### src/rtl/cta_pkg.sv
// Shared types and op codes for the CIGAR expansion block.
package cta_pkg;

	localparam int MaxChunk = 64;
	localparam int LenW     = 7;

	localparam logic [3:0] OP_M = 4'd0;
	localparam logic [3:0] OP_I = 4'd1;
	localparam logic [3:0] OP_D = 4'd2;
	localparam logic [3:0] OP_N = 4'd3;
	localparam logic [3:0] OP_S = 4'd4;
	localparam logic [3:0] OP_H = 4'd5;
	localparam logic [3:0] OP_P = 4'd6;
	localparam logic [3:0] OP_EQ = 4'd7;
	localparam logic [3:0] OP_X = 4'd8;

	localparam logic [1:0] ERR_OK   = 2'd0;
	localparam logic [1:0] ERR_HARD = 2'd1;
	localparam logic [1:0] ERR_OP   = 2'd2;

	typedef struct packed {
		logic        record_first;
		logic        strand_rev;
		logic [30:0] align_start;
		logic [30:0] align_end;
		logic [3:0]  op_code;
		logic [27:0] op_total_len;
		logic [27:0] chunk_offset;
		logic [6:0]  chunk_len;
	} item_t;

	typedef struct packed {
		logic [30:0]        read_index;
		logic               aligned_valid;
		logic signed [31:0] aligned_ref;
		logic               insert_valid;
		logic signed [31:0] insert_anchor;
		logic [27:0]        insert_offset;
		logic [1:0]         error_code;
		logic               run_last;
	} result_t;

endpackage

### src/rtl/cta_if.sv
// Valid/ready channel interfaces for input items and results.
interface cta_item_if;
	import cta_pkg::*;
	logic  valid;
	logic  ready;
	item_t data;
	modport source(output valid, output data, input ready);
	modport sink(input valid, input data, output ready);
endinterface

interface cta_result_if;
	import cta_pkg::*;
	logic    valid;
	logic    ready;
	result_t data;
	modport source(output valid, output data, input ready);
	modport sink(input valid, input data, output ready);
endinterface

### src/rtl/cigar_to_aligned_positions.sv
// CIGAR chunk expansion into per-base aligned and inserted positions.
// The input transaction is registered into state and position registers, then the first
// result into the output register; an output stall can hold it between the two.
// Throughput: one result per base after accept while the output is not stalled; an error
// chunk gives one result, a deletion, skip or empty chunk none; input is ready only when idle.
// Reset: arst_n clears counters, state, output valid and enable_insertions.
module cigar_to_aligned_positions (
	input  logic              clk,
	input  logic              arst_n,
	input  logic              cfg_wr_en,
	input  logic              cfg_wr_data,
	cta_item_if.sink          item,
	cta_result_if.source      result
);
	import cta_pkg::*;

	localparam logic [1:0] ST_IDLE = 2'd0;
	localparam logic [1:0] ST_RUN  = 2'd1;
	localparam logic [1:0] ST_ERR  = 2'd2;

	logic [1:0]  state_q;
	logic        ena_ins_q;
	logic [30:0] read_q;
	logic [30:0] ref_q;
	logic [LenW-1:0] cnt_q;
	logic [27:0] j_q;
	logic [27:0] total_q;
	logic [31:0] mir_sum_q;
	logic [3:0]  op_q;
	logic        rev_q;
	logic [1:0]  err_q;
	logic        out_valid_q;
	result_t     out_q;

	logic        accept;
	logic        out_free;
	logic        emit;
	logic [30:0] rd_base;
	logic [30:0] rf_base;
	logic [LenW-1:0] sat_len;
	logic [31:0] ref_ext;
	logic [31:0] mirror;
	logic        is_align;
	logic        is_ins;
	result_t     res_d;

	assign item.ready   = (state_q == ST_IDLE);
	assign accept       = item.valid && item.ready;
	assign out_free     = !out_valid_q || result.ready;
	assign emit         = out_free && (state_q == ST_RUN || state_q == ST_ERR);
	assign result.valid = out_valid_q;
	assign result.data  = out_q;

	assign rd_base = item.data.record_first ? '0 : read_q;
	assign rf_base = item.data.record_first ? item.data.align_start : ref_q;
	assign sat_len = (item.data.chunk_len > LenW'(MaxChunk)) ? LenW'(MaxChunk)
		: item.data.chunk_len;

	assign ref_ext  = {1'b0, ref_q};
	assign mirror   = mir_sum_q - ref_ext;
	assign is_align = (op_q == OP_M) || (op_q == OP_EQ) || (op_q == OP_X);
	assign is_ins   = (op_q == OP_I) && ena_ins_q;

	always_comb begin
		res_d = '0;
		res_d.read_index = read_q;
		if (state_q == ST_ERR) begin
			res_d.error_code = err_q;
			res_d.run_last   = 1'b1;
		end else begin
			res_d.run_last = (cnt_q == LenW'(1));
			if (is_align) begin
				res_d.aligned_valid = 1'b1;
				res_d.aligned_ref   = rev_q ? mirror : ref_ext;
			end else if (is_ins) begin
				res_d.insert_valid  = 1'b1;
				res_d.insert_anchor = rev_q ? mirror : ref_ext - 32'd1;
				res_d.insert_offset = rev_q ? total_q - j_q : j_q + 28'd1;
			end
		end
	end

	always_ff @(posedge clk or negedge arst_n) begin
		if (!arst_n) begin
			ena_ins_q <= 1'b0;
		end else if (cfg_wr_en) begin
			ena_ins_q <= cfg_wr_data;
		end
	end

	always_ff @(posedge clk or negedge arst_n) begin
		if (!arst_n) begin
			state_q     <= ST_IDLE;
			read_q      <= '0;
			ref_q       <= '0;
			cnt_q       <= '0;
			out_valid_q <= 1'b0;
		end else begin
			if (emit) begin
				out_valid_q <= 1'b1;
			end else if (result.ready) begin
				out_valid_q <= 1'b0;
			end
			case (state_q)
				ST_IDLE: begin
					if (accept) begin
						read_q <= rd_base;
						ref_q  <= rf_base;
						case (item.data.op_code) inside
							OP_M, OP_I, OP_S, OP_EQ, OP_X: begin
								cnt_q <= sat_len;
								if (sat_len != '0) begin
									state_q <= ST_RUN;
								end
							end
							OP_D, OP_N: begin
								ref_q <= rf_base + 31'(sat_len);
							end
							default: begin
								state_q <= ST_ERR;
							end
						endcase
					end
				end
				ST_RUN: begin
					if (emit) begin
						read_q <= read_q + 31'd1;
						if (is_align) begin
							ref_q <= ref_q + 31'd1;
						end
						cnt_q <= cnt_q - LenW'(1);
						if (cnt_q == LenW'(1)) begin
							state_q <= ST_IDLE;
						end
					end
				end
				ST_ERR: begin
					if (emit) begin
						state_q <= ST_IDLE;
					end
				end
				default: begin
					state_q <= ST_IDLE;
				end
			endcase
		end
	end

	always_ff @(posedge clk) begin
		if (accept) begin
			op_q      <= item.data.op_code;
			rev_q     <= item.data.strand_rev;
			j_q       <= item.data.chunk_offset;
			total_q   <= item.data.op_total_len;
			mir_sum_q <= {1'b0, item.data.align_start} + {1'b0, item.data.align_end}
				- 32'd1;
			err_q     <= (item.data.op_code == OP_H) ? ERR_HARD : ERR_OP;
		end else if (emit && state_q == ST_RUN) begin
			j_q <= j_q + 28'd1;
		end
		if (emit) begin
			out_q <= res_d;
		end
	end

	a_run_nonzero: assert property (@(posedge clk) disable iff (!arst_n)
		state_q == ST_RUN |-> cnt_q != '0)
		else $error("running with empty base count");

	a_last_to_idle: assert property (@(posedge clk) disable iff (!arst_n)
		emit && state_q == ST_RUN && cnt_q == LenW'(1) |=> state_q == ST_IDLE)
		else $error("last base did not return to idle");

	a_kind_excl: assert property (@(posedge clk) disable iff (!arst_n)
		out_valid_q |-> !(out_q.aligned_valid && out_q.insert_valid))
		else $error("result both aligned and inserted");

	a_err_last: assert property (@(posedge clk) disable iff (!arst_n)
		out_valid_q && out_q.error_code != ERR_OK |-> out_q.run_last)
		else $error("error result not marked last");

endmodule
### src/flat_wrapper.sv
// flat-port wrapper written by rule: the top's interface ports become plain ports
module cigar_to_aligned_positions_flat import cta_pkg::*;
  (clk, arst_n, cfg_wr_en, cfg_wr_data, item_valid, item_data, item_ready, result_valid, result_data, result_ready);
  cta_item_if item_i ();
  cta_result_if result_i ();
  input  logic clk;
  input  logic arst_n;
  input  logic cfg_wr_en;
  input  logic cfg_wr_data;
  input wire logic [$bits(item_i.valid)-1:0] item_valid;
  input wire logic [$bits(item_i.data)-1:0] item_data;
  output wire logic [$bits(item_i.ready)-1:0] item_ready;
  output wire logic [$bits(result_i.valid)-1:0] result_valid;
  output wire logic [$bits(result_i.data)-1:0] result_data;
  input wire logic [$bits(result_i.ready)-1:0] result_ready;
  assign item_i.valid = item_valid;
  assign item_i.data = item_data;
  assign item_ready = item_i.ready;
  assign result_valid = result_i.valid;
  assign result_data = result_i.data;
  assign result_i.ready = result_ready;
  cigar_to_aligned_positions u_core (.clk(clk), .arst_n(arst_n), .cfg_wr_en(cfg_wr_en), .cfg_wr_data(cfg_wr_data), .item(item_i), .result(result_i));
endmodule
### config.mk
export PLATFORM = sky130hd
export DESIGN_NAME = cigar_to_aligned_positions_flat
export DESIGN_NICKNAME = d
export VERILOG_FILES = /design/src/rtl/cta_pkg.sv /design/src/rtl/cta_if.sv /design/src/rtl/cigar_to_aligned_positions.sv /design/src/flat_wrapper.sv
export SDC_FILE = /design/constraint.sdc
export NUM_CORES = 1
export LEC_CHECK = 0
export BUFFER_PORTS_ARGS = -buffer_cell sky130_fd_sc_hd__buf_4
export CORE_MARGIN = 2
export CORE_UTILIZATION = 41
export CTS_CLUSTER_DIAMETER = 60
export DETAILED_ROUTE_END_ITERATION = 8
export PLACE_DENSITY = 0.68
export REMOVE_ABC_BUFFERS = 1
export SLEW_MARGIN = 10
export SYNTH_ARGS = -nofsm -noshare
export SYNTH_HDL_FRONTEND = slang
export SYNTH_SLANG_ARGS = --single-unit
### constraint.sdc
create_clock -name clk -period 8.4 [get_ports clk]
set_input_delay 0 -clock clk [delete_from_list [all_inputs] [get_ports clk]]
set_output_delay 0 -clock clk [all_outputs]
set_load 0.02 [all_outputs]
# Word-level counts from Yosys, hierarchy flattened
# Cells that the tools add are included.
# W data, S select, Z words.
[totals]
register_bits = 296
output_inout_bits = 130
[op_classes]
n_addsub = 10
n_reduce_logical = 26
magnitude_cmp = 1
n_eq_ne = 22
bitwise = 3
n_mux = 34
[op_table]
columns = ["cell", "n"]
rows = [
  ["$mux W31", 9],
  ["$pmux W31 S2", 2],
  ["$mux W28", 3],
  ["$mux W32", 2],
  ["$add A31 B1 Y31 const B", 2],
  ["$mux W61", 1],
  ["$mux W33", 1],
  ["$add A31 B31 Y32", 1],
  ["$sub A31 B1 Y32 const B", 1],
  ["$sub A32 B1 Y32 const B", 1],
  ["$sub A32 B31 Y32", 1],
  ["$add A31 B7 Y31", 1],
  ["$add A28 B1 Y28 const B", 1],
  ["$mux W7", 4],
  ["$sub A28 B28 Y28", 1],
  ["$eq A4 B3 Y1 const B", 4],
  ["$mux W2", 8],
  ["$pmux W7 S2", 1],
  ["$reduce_and A4 Y1", 3],
  ["$eq A4 B1 Y1 const B", 2],
  ["$eq A4 B2 Y1 const B", 2],
  ["$eq A4 B4 Y1 const B", 2],
  ["$logic_not A4 Y1", 2],
  ["$ne A2 B2 Y1 const B", 4],
  ["20 further kinds", 37],
]

# Logic depth before layout (Yosys ltp)
[logic_depth]
word_depth = 7
ltp_mapped = 19

# Worst setup path after synthesis
# No wires, ideal clock.
[synth_path]
path_type = "reg2reg"
start = "register u_core.state_q[1]"
end = "register u_core.ref_q[29]"
stages_incl_launch_ff = 12
path_slack_ps = 3325
path_buffers = 1
t_arrival_ps = 4993
cell_sequence = "dfrtp_1 -> inv_1 -> ha_1 -> nand2_1 -> inv_1 -> nand2b_1 -> or3_1 -> clkbuf_1 -> or4_1 -> nor3_1 -> nor2_1 -> o21ai_0"
[synth_between]
elab_chain_cells = 5
elab_cells_between_ends = 12
cone_classes = "eq/ne (5); mux (1); reduce/logical (6)"
[synth_rtl]
columns = ["element", "line_no", "rtl"]
rows = [
  ["from (decl)", "cigar_to_aligned_positions.sv:21", "logic [1:0] state_q;"],
  ["from (signal assigned)", "cigar_to_aligned_positions.sv:93", "state_q <= ST_IDLE;"],
  ["from (signal assigned)", "cigar_to_aligned_positions.sv:113", "state_q <= ST_RUN;"],
  ["from (signal assigned)", "cigar_to_aligned_positions.sv:120", "state_q <= ST_ERR;"],
  ["$eq A2 B1 Y1 / $eq A2 B2 Y1 (equally long branches)", "cigar_to_aligned_positions.sv:50", "assign emit = out_free && (state_q == ST_RUN || state_q == ST_ERR);"],
  ["$logic_or A1 B1 Y1 *", "cigar_to_aligned_positions.sv:50", ""],
  ["$logic_and A1 B1 Y1 *", "cigar_to_aligned_positions.sv:50", ""],
  ["via u_core.emit", "cigar_to_aligned_positions.sv:37", "logic emit;"],
  ["$ne A2 B1 Y1 (no source line) *", "n/a", ""],
  ["$reduce_and A4 Y1 (no source line) *", "n/a", ""],
  ["to (signal assigned)", "cigar_to_aligned_positions.sv:108", "ref_q <= rf_base;"],
  ["to (signal assigned)", "cigar_to_aligned_positions.sv:117", "ref_q <= rf_base + 31'(sat_len);"],
  ["to (signal assigned)", "cigar_to_aligned_positions.sv:129", "ref_q <= ref_q + 31'd1;"],
  ["to (decl)", "cigar_to_aligned_positions.sv:24", "logic [30:0] ref_q;"],
]
# Mark *: on every way through the listed nets, which the timed path passes. The rest lies on a longest branch.
# A chain may end at the register's enable or synchronous reset.

# Final worst setup path
[layout_path]
start = "register u_core.ref_q[2]"
end = "register u_core.out_q (netlist bit u_core.result.data[59]), data pin"
[layout_between]
elab_chain_cells = 2
elab_cells_between_ends = 3
cone_classes = "add/sub (2); mux (1)"
[layout_rtl]
columns = ["element", "line_no", "rtl"]
rows = [
  ["$sub A32 B31 Y32 / $sub A31 B1 Y32 (equally long branches)", "cigar_to_aligned_positions.sv:60, cigar_to_aligned_positions.sv:77", ""],
  ["$mux W32 *", "cigar_to_aligned_positions.sv:77", "res_d.insert_anchor = rev_q ? mirror : ref_ext - 32'd1;"],
  ["to (signal assigned)", "cigar_to_aligned_positions.sv:162", "out_q <= res_d;"],
  ["to (decl)", "cigar_to_aligned_positions.sv:33", "result_t out_q;"],
]
# Every way passes the cells marked *; elsewhere a longest branch is shown, timed or not.

==> summary.md <==
| Metric | Value |
|---|---|
| Status | complete, no violations |
| Setup TNS | 0 ps |
| TritonCTS Buffers | 41 |
| Die width | 225.2 um |
| Clk_lat worst skew | 570 ps |
| Met3 Usage GRT | 3.286% |
| Clk slew on worst S/H paths | 60 ps |
| M2 GR Usage | 40.65% |
| Most frequent cells in the layout | buf_4 (277), inv_1 (224), edfxtp_1 (223) |
| Final setup vio count | 0 |
| Power Density | 352.3 nW/um^2 |
| Core area | 48650 um^2 |
| Chip Height | 225.2 um |
| Initial drt markers | 1446 |
| Number of enable flip-flop cells after synthesis | 223 |
| Worst Setup Path Type | flop to flop |
| Mapped cell area | 20070 um^2 |
| Yosys top cell area share | 33.37% |
| Synth top area cells | edfxtp_1 (33%), dfrtp_1 (9.1%), ha_1 (8.4%) |
| Syn-to-layout area delta | 24.77% |
| Setup slack at placement | 4681 ps |
| H-tree depth | 2 |
| Starting Density | 41.25% |
| NumNets Final | 2809 |
| Final ANT Viol Nets | 0 |
| Most common cell after layout, fill and taps aside | buf_4 |
| Final std cells w/o fill | 3190 |
| Initial antenna violation count | 1 |
| Share of layout cells above drive strength 1 | 15.39% |
| Peak VDD IR | 0.0001860 V |
| Final worst setup slack | 4532 ps |
| Worst Tran Pin Value | 1216 ps |
| Total number of yosys warnings | 0 |
| Clock sinks | 296 |
| Final hold vios | 0 |
| Tot GR Track Use | 24.18% |
| Fmax | 258.5 MHz |
| Total vias in the final route | 17600 |
| Crit. End Element | flop |
| Critical-path maximum fanout | 7 |
| Max-cap violations | 0 |
| Async set or reset register ratio after synthesis | 24.66% |
| Placed cell count | 3009 |
| Busiest grt layer | met2 |
| Hold path startpoint | item_data[106] |
| Port Buffer Count | 266 |
| Final core occ | 51.47% |
| CP startpoint kind | flop |
| Longest Clk Path Bufs | 3 |
| First-pass GRT wire length | 95570 um |
| DRC errors left | 0 |
| Filler Cell Count | 4453 |
| Mapped Cells | 2198 |
| Clock root cell | clkbuf_16 |
| Fin crit share | 46.05% |
| Worst Path Arrival | 4170 ps |
| Ys flop type | edfxtp_1 |
| Mapped Avg Cell Area | 9.130 um^2 |
| Yosys reg bits | 296 |
| Worst min path class | input port to flop |
| Vias in the first global route | 17320 |
| DP HPWL | 45530 um |
| Gp weighted congestion | 0.9065 |
| Cell Rows | 81 |
| Time the worst path needs with I/O delays and setup | 3868 ps |
| Met1 Use GR | 32.24% |
| Cell taking the most area after synthesis | edfxtp_1 |
| PnR Total Power | 8821 uW |
| Post-CTS setup buffer count | 0 |
| WP data required | 8700 ps |
| CTS tree | built |
| Vias/cell | 5.518 |
| Pleak | 0.01077 uW |
| Post-synthesis cell type count | 84 |
| Routed len/inst | 19.60 um |
| RR Startpoint | u_core.ref_q[2] |
| Slew Limit Headroom | 18.68% |
| Final WL | 62540 um |
| Pins Over Slew Limit | 0 |
| Worst Skew | 31.32 ps |
| I/O pin count | 267 |
| Pin count of the biggest net entering global routing | 74 |
| Full die area | 50730 um^2 |
| Worst Setup SP | u_core.ref_q[2] |
| Pre-antenna DRT Iters | 8 |
| Congestion Overflow GR | 0 |
| Seq/Total Area, Yosys | 42.47% |
| RSZ-0062 raised after global routing | false |
final timing paths:
check / endpoint / slack (ps) / depth (start not counted)
max: u_core.result.data[59] / 4530 / 12
min: u_core.ref_q[8] / 30 / 5
max reg2reg: u_core.result.data[59] / 4530 / 12
min reg2reg: u_core.result.data[127] / 490 / 0
max in group asynchronous: u_core.ref_q[12] / 7520 / 2
min in group asynchronous: u_core.read_q[24] / 150 / 2
cells in the mapped netlist, drive strengths merged (6+ instances only):
library cell  instances
ha                  135
buf                  17
o21a                 20
o31ai                10
o22ai                19
o211ai               11
nor2b                28
and3                 27
inv                 230
or2                   6
o21bai                8
xor2                 60
xnor2               114
mux2i                34
and4                  7
nand3                74
a21oi               199
edfxtp              223
a31oi                19
dfrtp                73
o21ai               106
nor3                 57
nand2               206
nand4                27
nand2b               16
a21o                 43
clkbuf               71
nor2                189
a211oi               39
or3                  15
and2                 16
nor4                 15
layer usage:
layer	wire length, um	share of wire [%]
met4	1634	2.6
met5	0	0
met3	3840	6.1
met2	29370	47
met1	27700	44
logic make-up (layout without fill, tap and decap cells):
| logic type | Yosys count | after routing | synth area share (%) |
|---|---|---|---|
| other cells | 0 | 2 | 0 |
| xor+xnor | 174 | 174 | 7.594 |
| buf+inv | 323 | 691 | 6.123 |
| simple gates | 697 | 697 | 16.54 |
| mux | 39 | 39 | 1.976 |
| fa+ha+maj | 140 | 140 | 8.866 |
| compound gates | 529 | 529 | 16.43 |
| flops | 296 | 296 | 42.47 |
power breakdown:
group | leakage [uW] | internal (uW) | switching [uW]
combinational | 0.00700 | 1610 | 2790
sequential | 0.00308 | 2280 | 385
clock | 0.000689 | 1060 | 705
total | 0.0108 | 4940 | 3880
flip-flops by register name, summed over array words and instances (netlist names), 4 cells and up:
register / cells
u_core.total_q: 28
u_core.j_q: 28
u_core.cnt_q: 7
u_core.ref_q: 31
u_core.mir_sum_q: 32
u_core.result.data: 128
u_core.op_q: 4
u_core.read_q: 31
metrics by stage:
stage	hold slack [ps]	area, um^2
after CTS	8.609	25020
after detailed placement	179.3	22600
after floorplan	-295.6	19720
after global routing	89.01	25040
after global placement	180.1	22600
final	33.85	25040
worst max-delay path: stages, from the launching register on:
cell	delay [ps]
dfrtp_1	490
inv_2	120
ha_1	320
nor2b_1	140
o21ai_0	230
a21boi_0	290
o311ai_1	660
a31oi_4	240
or3_1	350
a31oi_1	260
o21a_1	210
mux2i_1	200
o21ai_0	90
cell type report:
class	instances	area (um^2)	share of cell area [%]
Multi-Input combinational cell	1579	10330	41.28
Clock buffer	49	1160	4.632
Antenna cell	2	5.005	0.01999
Timing Repair Buffer	380	3115	12.44
Clock inverter	27	235.2	0.9394
Inverter	235	887.1	3.543
Sequential cell	296	8523	34.04
Tap cell	622	778.2	3.108
what timing repair did:
action	in CTS	in global routing
hold endpoints to repair	177	0
gates resized for setup	0	0
hold buffers	102	0
Note: power is estimated with default switching activity, not from simulation.
